`config.mk`:
```
export PLATFORM = sky130hd
export DESIGN_NAME = fmt_ctrl
export DESIGN_NICKNAME = d
export VERILOG_FILES = /design/src/hdl/fmt_pkg.sv /design/src/hdl/fmt_ctrl.sv
export SDC_FILE = /design/constraint.sdc
export NUM_CORES = 1
export LEC_CHECK = 0
export BUFFER_PORTS_ARGS = -buffer_cell sky130_fd_sc_hd__clkbuf_2
export CELL_PAD_IN_SITES_DETAIL_PLACEMENT = 0
export CELL_PAD_IN_SITES_GLOBAL_PLACEMENT = 1
export CORE_AREA = 2 2 39 41
export CTS_CLUSTER_DIAMETER = 100
export DETAILED_ROUTE_END_ITERATION = 12
export DIE_AREA = 0 0 41 43
export HOLD_SLACK_MARGIN = 0.06
export PLACE_DENSITY = 0.62
export SETUP_SLACK_MARGIN = 0.05
export SLEW_MARGIN = 10
export SYNTH_ARGS = -nofsm -noshare
export SYNTH_HDL_FRONTEND = slang
export SYNTH_SLANG_ARGS = --single-unit
```
`constraint.sdc`:
```
create_clock -name clk_i -period 1.2 [get_ports clk_i]
set_input_delay 0.3 -clock clk_i [delete_from_list [all_inputs] [get_ports clk_i]]
set_output_delay 0.3 -clock clk_i [all_outputs]
set_load 0.02 [all_outputs]
```
`src/hdl/fmt_pkg.sv`:
```
package fmt_pkg;

  localparam int unsigned MAX_LOGICAL_DEF      = 4096;
  localparam int unsigned MAX_DESTINATIONS_DEF = 8192;
  localparam int unsigned MAX_FANOUT_DEF       = 64;

  localparam int unsigned FUNC_W   = 2;
  localparam int unsigned LI_W     = 12;
  localparam int unsigned POS_W    = 6;
  localparam int unsigned PHYS_W   = 16;
  localparam int unsigned CNT_W    = 7;
  localparam int unsigned LC_W     = 13;
  localparam int unsigned TD_W     = 14;
  localparam int unsigned CFG_IDX_W  = 1;
  localparam int unsigned CFG_DATA_W = 14;
  localparam int unsigned OFF_W    = 19;
  localparam int unsigned SLOT_W   = 20;

  typedef enum logic [FUNC_W-1:0] {
    FUNC_STORE  = 2'd0,
    FUNC_CLOSE  = 2'd1,
    FUNC_LOOKUP = 2'd2
  } func_e;

  typedef enum logic [CFG_IDX_W-1:0] {
    CFG_LOGICAL_COUNT = 1'b0,
    CFG_TOTAL_DEST    = 1'b1
  } cfg_reg_e;

  typedef enum logic [1:0] {
    ST_CLEAR,
    ST_IDLE,
    ST_DECODE,
    ST_RUN
  } state_e;

  typedef struct packed {
    logic clear_restart;
    logic clear_step;
    logic accept;
    logic decode;
    logic issue;
  } cmd_t;

  typedef struct packed {
    logic cfg_we;
    logic clear_done;
    logic is_lookup;
    logic issue_ok;
    logic last_issue;
  } status_t;

endpackage

```
`src/hdl/fmt_ctrl.sv`:
```
module fmt_ctrl (
  input  logic             clk_i,
  input  logic             rst_ni,
  input  logic             in_valid_i,
  input  fmt_pkg::status_t status_i,
  output fmt_pkg::cmd_t    cmd_o,
  output logic             in_stall_o
);

  fmt_pkg::state_e state_q, state_d;

  always_ff @(posedge clk_i or negedge rst_ni) begin
    if (!rst_ni) begin
      state_q <= fmt_pkg::ST_CLEAR;
    end else begin
      state_q <= state_d;
    end
  end

  always_comb begin
    state_d    = state_q;
    cmd_o      = '0;
    in_stall_o = 1'b1;
    case (state_q)
      fmt_pkg::ST_CLEAR: begin
        cmd_o.clear_step = 1'b1;
        if (status_i.clear_done) begin
          state_d = fmt_pkg::ST_IDLE;
        end
      end
      fmt_pkg::ST_IDLE: begin
        in_stall_o = 1'b0;
        if (in_valid_i) begin
          cmd_o.accept = 1'b1;
          state_d      = fmt_pkg::ST_DECODE;
        end
      end
      fmt_pkg::ST_DECODE: begin
        cmd_o.decode = 1'b1;
        state_d      = status_i.is_lookup ? fmt_pkg::ST_RUN : fmt_pkg::ST_IDLE;
      end
      fmt_pkg::ST_RUN: begin
        if (status_i.issue_ok) begin
          cmd_o.issue = 1'b1;
          if (status_i.last_issue) begin
            state_d = fmt_pkg::ST_IDLE;
          end
        end
      end
      default: begin
        state_d = fmt_pkg::ST_CLEAR;
      end
    endcase
    // register write restarts the clearing pass
    if (status_i.cfg_we) begin
      cmd_o               = '0;
      cmd_o.clear_restart = 1'b1;
      in_stall_o          = 1'b1;
      state_d             = fmt_pkg::ST_CLEAR;
    end
  end

endmodule

```
After elaboration in Yosys (flattened, before gate mapping)
Index checks and enable logic that the tools add are counted.
{ "word_totals": {"reg_bits": 2, "inputBits": 8, "out_inout_bits": 6, "word_cells": 26} }
{ "classes": {"eq_ne": 7, "n_mux": 16, "reduce_logical": 2} }
{ "ops": {"columns": ["cell", "n"], "rows": [
  ["two-way mux 2 bit", 6],
  ["!= test 3 bit (second input constant)", 4],
  ["two-way mux 1 bit", 8],
  ["case mux 2 bit (4 select lines)", 1],
  ["two-way mux 5 bit", 1],
  ["== test 2 bit (second input constant)", 2],
  ["AND reduction 4 bit", 1],
  ["== test 2 x 1 -> 1 bit (second input constant)", 1],
  ["zero test 2 bit", 1]
]} }

Logic depth before layout (Yosys ltp)
{ "logic_depth": {"depth_word": 4, "ltp_mapped": 5, "mapped_depth_nobuf": 5} }

Worst setup path after synthesis
Ideal clock, no wire load.
{ "synth_path": {"path_type": "register -> output", "start": "register state_q[0]", "end": "output cmd_o[3] (netlist name)", "t_arrival_ns": 0.993, "t_required_ns": 0.900, "setup_slack_ns": -0.093, "path_stages_with_launch": 4, "n_path_buf": 0, "cell_sequence": "dfrtp_1 inv_1 ha_1 nor2b_1"} }
{ "synth_lines": {"columns": ["item", "line", "source"], "rows": [
  ["start, declared", "fmt_ctrl.sv:10", "fmt_pkg::state_e state_q, state_d;"],
  ["start signal, assigned", "fmt_ctrl.sv:14", "state_q <= fmt_pkg::ST_CLEAR;"],
  ["start signal, assigned", "fmt_ctrl.sv:16", "state_q <= state_d;"],
  ["end, declared", "fmt_ctrl.sv:6", "output fmt_pkg::cmd_t cmd_o,"]
]} }

==> out/summary.txt <==
LOGIC SYNTHESIS
------------------------------------------------------------------------------------------------------
Post-synth top flop                                                                            dfrtp_1
Avg Cell Area, Syn                                                                            9.65 um2
Number of distinct standard cells referenced by the synthesized netlist                             16
Post-synthesis net count                                                                            41
Proportion of synthesized chip area in sequential cells                                          0.185
Synth async-reset ratio                                                                           1.00
Post-synthesis register bit count                                                                    2
Cell count after synthesis                                                                          28
Warning count from the yosys run                                                                     0
Count of flip-flops with a built-in enable after synthesis                                           0
Most area-hungry cell type in the Yosys netlist                                                   ha_1
Top cell type's share of synthesized area                                                        0.231
Cell types with the largest area share after synthesis                                    ha_1 23%, dfrtp_1 19%, buf_12 7.4%
Post-synthesis instance area                                                                   270 um2

CLOCK NETWORK
------------------------------------------------------------------------------------------------------
CTS Root Buffer Type                                                                          clkbuf_4
Max Buffers Root-to-Sink                                                                             2
Clock transition at the register clock pins on the worst setup and hold paths after CTS        0.03 ns
Clk Latency, worst-skew pair                                                                   0.23 ns
H-tree depth                                                                                         1
TritonCTS Buffers                                                                                    3
Clock tree from TritonCTS                                                                          yes
Count of clock tree sinks                                                                            2

OUTCOME
------------------------------------------------------------------------------------------------------
Status                                                                                    finished with violations
Failing checks                                                                            setup timing

GLOBAL ROUTING
------------------------------------------------------------------------------------------------------
Overall routing resource usage                                                                  0.0935
Global route total overflow                                                                          0
Via count of the first global-routing pass                                                         246
Maximum number of pins on one net before global-route repair                                        11
Wire length of the first global-routing pass                                                   1030 um
Antenna violations before repair                                                                     0

FINISH
------------------------------------------------------------------------------------------------------
Non-Filler Instances                                                                                66
Largest registers in the final layout                                                     state_q: 2 flops
Diodes inserted                                                                                      0
Signed area change from the synthesized netlist to the final layout                              93.1%
Area used by multi-input combinational logic                                                   258 um2
Largest register by flop count                                                                 state_q
Final-layout fill cell count                                                                       145
Number of flip-flops in the largest register                                                         2
Number of nets in the layout                                                                        65
Sequential cell area                                                                          51.3 um2
Share of post-route cells with drive strength above 1                                            0.760

FLOORPLANNING
------------------------------------------------------------------------------------------------------
Die Width                                                                                        41 um
Count of pins on the block boundary                                                                 14
Y dimension of the die                                                                           43 um
Effective utilization at floorplan                                                               0.195
Placement Rows                                                                                      14
Total Die Area                                                                             0.00176 mm2
Core ar.                                                                                   0.00138 mm2

STA
------------------------------------------------------------------------------------------------------
Final period util                                                                                 1.22
Maximum clock frequency                                                                        682 MHz
Final critical delay including setup and external delays                                       1.47 ns
Fin. Hold Viols                                                                                      0
Headroom to the max-slew limit                                                                   0.799
Max-slew violation count                                                                             0
Setup ws final                                                                               -0.266 ns
Pin slew with the least headroom to its limit                                                 0.302 ns
Final worst clock skew                                                                      0.00683 ns
Unrepaired setup endpoints after global routing                                                   true
Final hold slack                                                                              0.383 ns
Final setup vio count                                                                                7

PLACEMENT
------------------------------------------------------------------------------------------------------
Pre-CTS WS                                                                                   -0.158 ns
Buffers added on ports                                                                              13
Dpl cells                                                                                           57
Post-detailed-placement half-perimeter wirelength                                               451 um
Global placement routability congestion                                                          0.663

FLOW RUN
------------------------------------------------------------------------------------------------------
Max-cap violations                                                                                   0

POWER AND IR DROP
------------------------------------------------------------------------------------------------------
Power per Cell Area                                                                        1160 mW/mm2
Largest vdd supply drop                                                                       0.453 mV
Static Leakage                                                                                0.235 nW

DETAILED ROUTING
------------------------------------------------------------------------------------------------------
Drc violations                                                                                       0
Per-cell via count in the routed design                                                           4.21
Via Count                                                                                          278
Detail Route Antenna Nets                                                                            0
Total wirelength of the detailed-routed design                                                  654 um
First drt pass iteration count                                                                       4
Initial DRC count                                                                                    2
Average wire per cell in the routed design                                                     9.91 um

SETUP PATH
------------------------------------------------------------------------------------------------------
Nature of the critical path endpoint                                                       output port
Arrival time at the worst endpoint                                                             1.17 ns
Critical Setup Path Class                                                                   reg -> out
Maximum net fanout on the critical path                                                              4
Worst path required time                                                                       0.90 ns
Startpoint type of the worst setup path                                                           flop

WORST HOLD PATH
------------------------------------------------------------------------------------------------------
Path category of the worst min-delay check                                                 in -> async

==> placed cells by master, fill, tap and decap left out <==
cell type	count
a311oi_1	1
a31o_1	1
inv_2	1
nor3b_1	1
a311oi_2	1
nor2_4	1
ha_4	3
a21bo_4	1
dfrtp_2	1
nor2_1	1
ha_2	1
buf_4	8
clkbuf_2	9
dfrtp_1	1
nor2_2	1
buf_8	3
nor2b_4	2
nand2b_1	3
a41o_2	1
ha_1	1
a21oi_1	1
clkbuf_4	3
dlygate4sd3_1	1
inv_4	1
nand2_4	1
nand2_1	1
==> cell usage after synthesis (2+ instances only) <==
cell	n
nor2_1	3
nand2_1	2
nand2b_1	3
dfrtp_1	2
nor2b_1	2
ha_1	5
inv_1	2
==> layout make-up <==
type / count / area share
multi-input combinational: 22 / 0.494
timing repair buffer: 21 / 0.307
sequential: 2 / 0.0983
clock buffer: 3 / 0.0432
tap: 16 / 0.0384
inverter: 2 / 0.0192
==> power by group <==
| group | total (mW) | leakage, nW | switching (mW) | internal, mW |
|---|---|---|---|---|
| logic | 0.343 | 0.196 | 0.152 | 0.191 |
| registers | 0.106 | 0.0252 | 0.0237 | 0.0825 |
| clock network | 0.154 | 0.0138 | 0.0429 | 0.111 |
| total | 0.603 | 0.235 | 0.219 | 0.384 |
==> worst paths after layout <==
kind                             start         end  slack (ns)  cells past startpoint
max                         state_q[0]    cmd_o[3]       -0.27                      4
min                             rst_ni  state_q[0]        0.38                      2
max reg2reg                 state_q[1]  state_q[1]       -0.19                      6
min reg2reg                 state_q[1]  state_q[0]        0.94                      3
max in group asynchronous       rst_ni  state_q[0]        0.71                      2
min in group clk_i         status_i[0]  state_q[0]        0.47                      3
==> metal layers <==
layer,vias to the layer above,part of all wire,global-route usage
li1,140,-,-
met3,0,0.054,0.0471
met1,131,0.36,0.0871
met2,7,0.58,0.141
met5,-,0,0
met4,0,0,0.0800
==> stage by stage <==
stage,instance area (um2),TNS (ns),util,total power [mW]
global placement,363,-0.479,0.262,0.314
detailed placement,363,-0.463,0.262,0.311
global route,522,-1.96,0.377,0.657
CTS,495,-1.65,0.358,0.580
finish,522,-1.56,0.377,0.603
floorplan,290,-0.0199,-,0.246
==> critical path: stages, from the launching register on <==
cell     delay (ns)
dfrtp_2        0.45
inv_4          0.10
ha_4           0.13
nor2b_4        0.14
buf_8          0.11
==> timing repair <==
item | 4_1_cts | 5_1_grt
hold buffers | 1 | 0
gates resized for setup | 16 | 8
hold endpoints to repair | 2 | 0
setup endpoints to repair | 7 | 7
pin swaps | 1 | 1
buffers inserted | 4 | 1
==> cells by family (layout without fill, tap and decap cells) <==
kind of cell,Yosys count,in the layout,synth area share
AOI/OAI and AO/OA,6,6,0.241
buffers and inverters,4,26,0.130
adders and majority gates,5,5,0.231
and+or+nand+nor,11,11,0.213
DFF,2,2,0.185
Power figures use the tool's default switching activity.
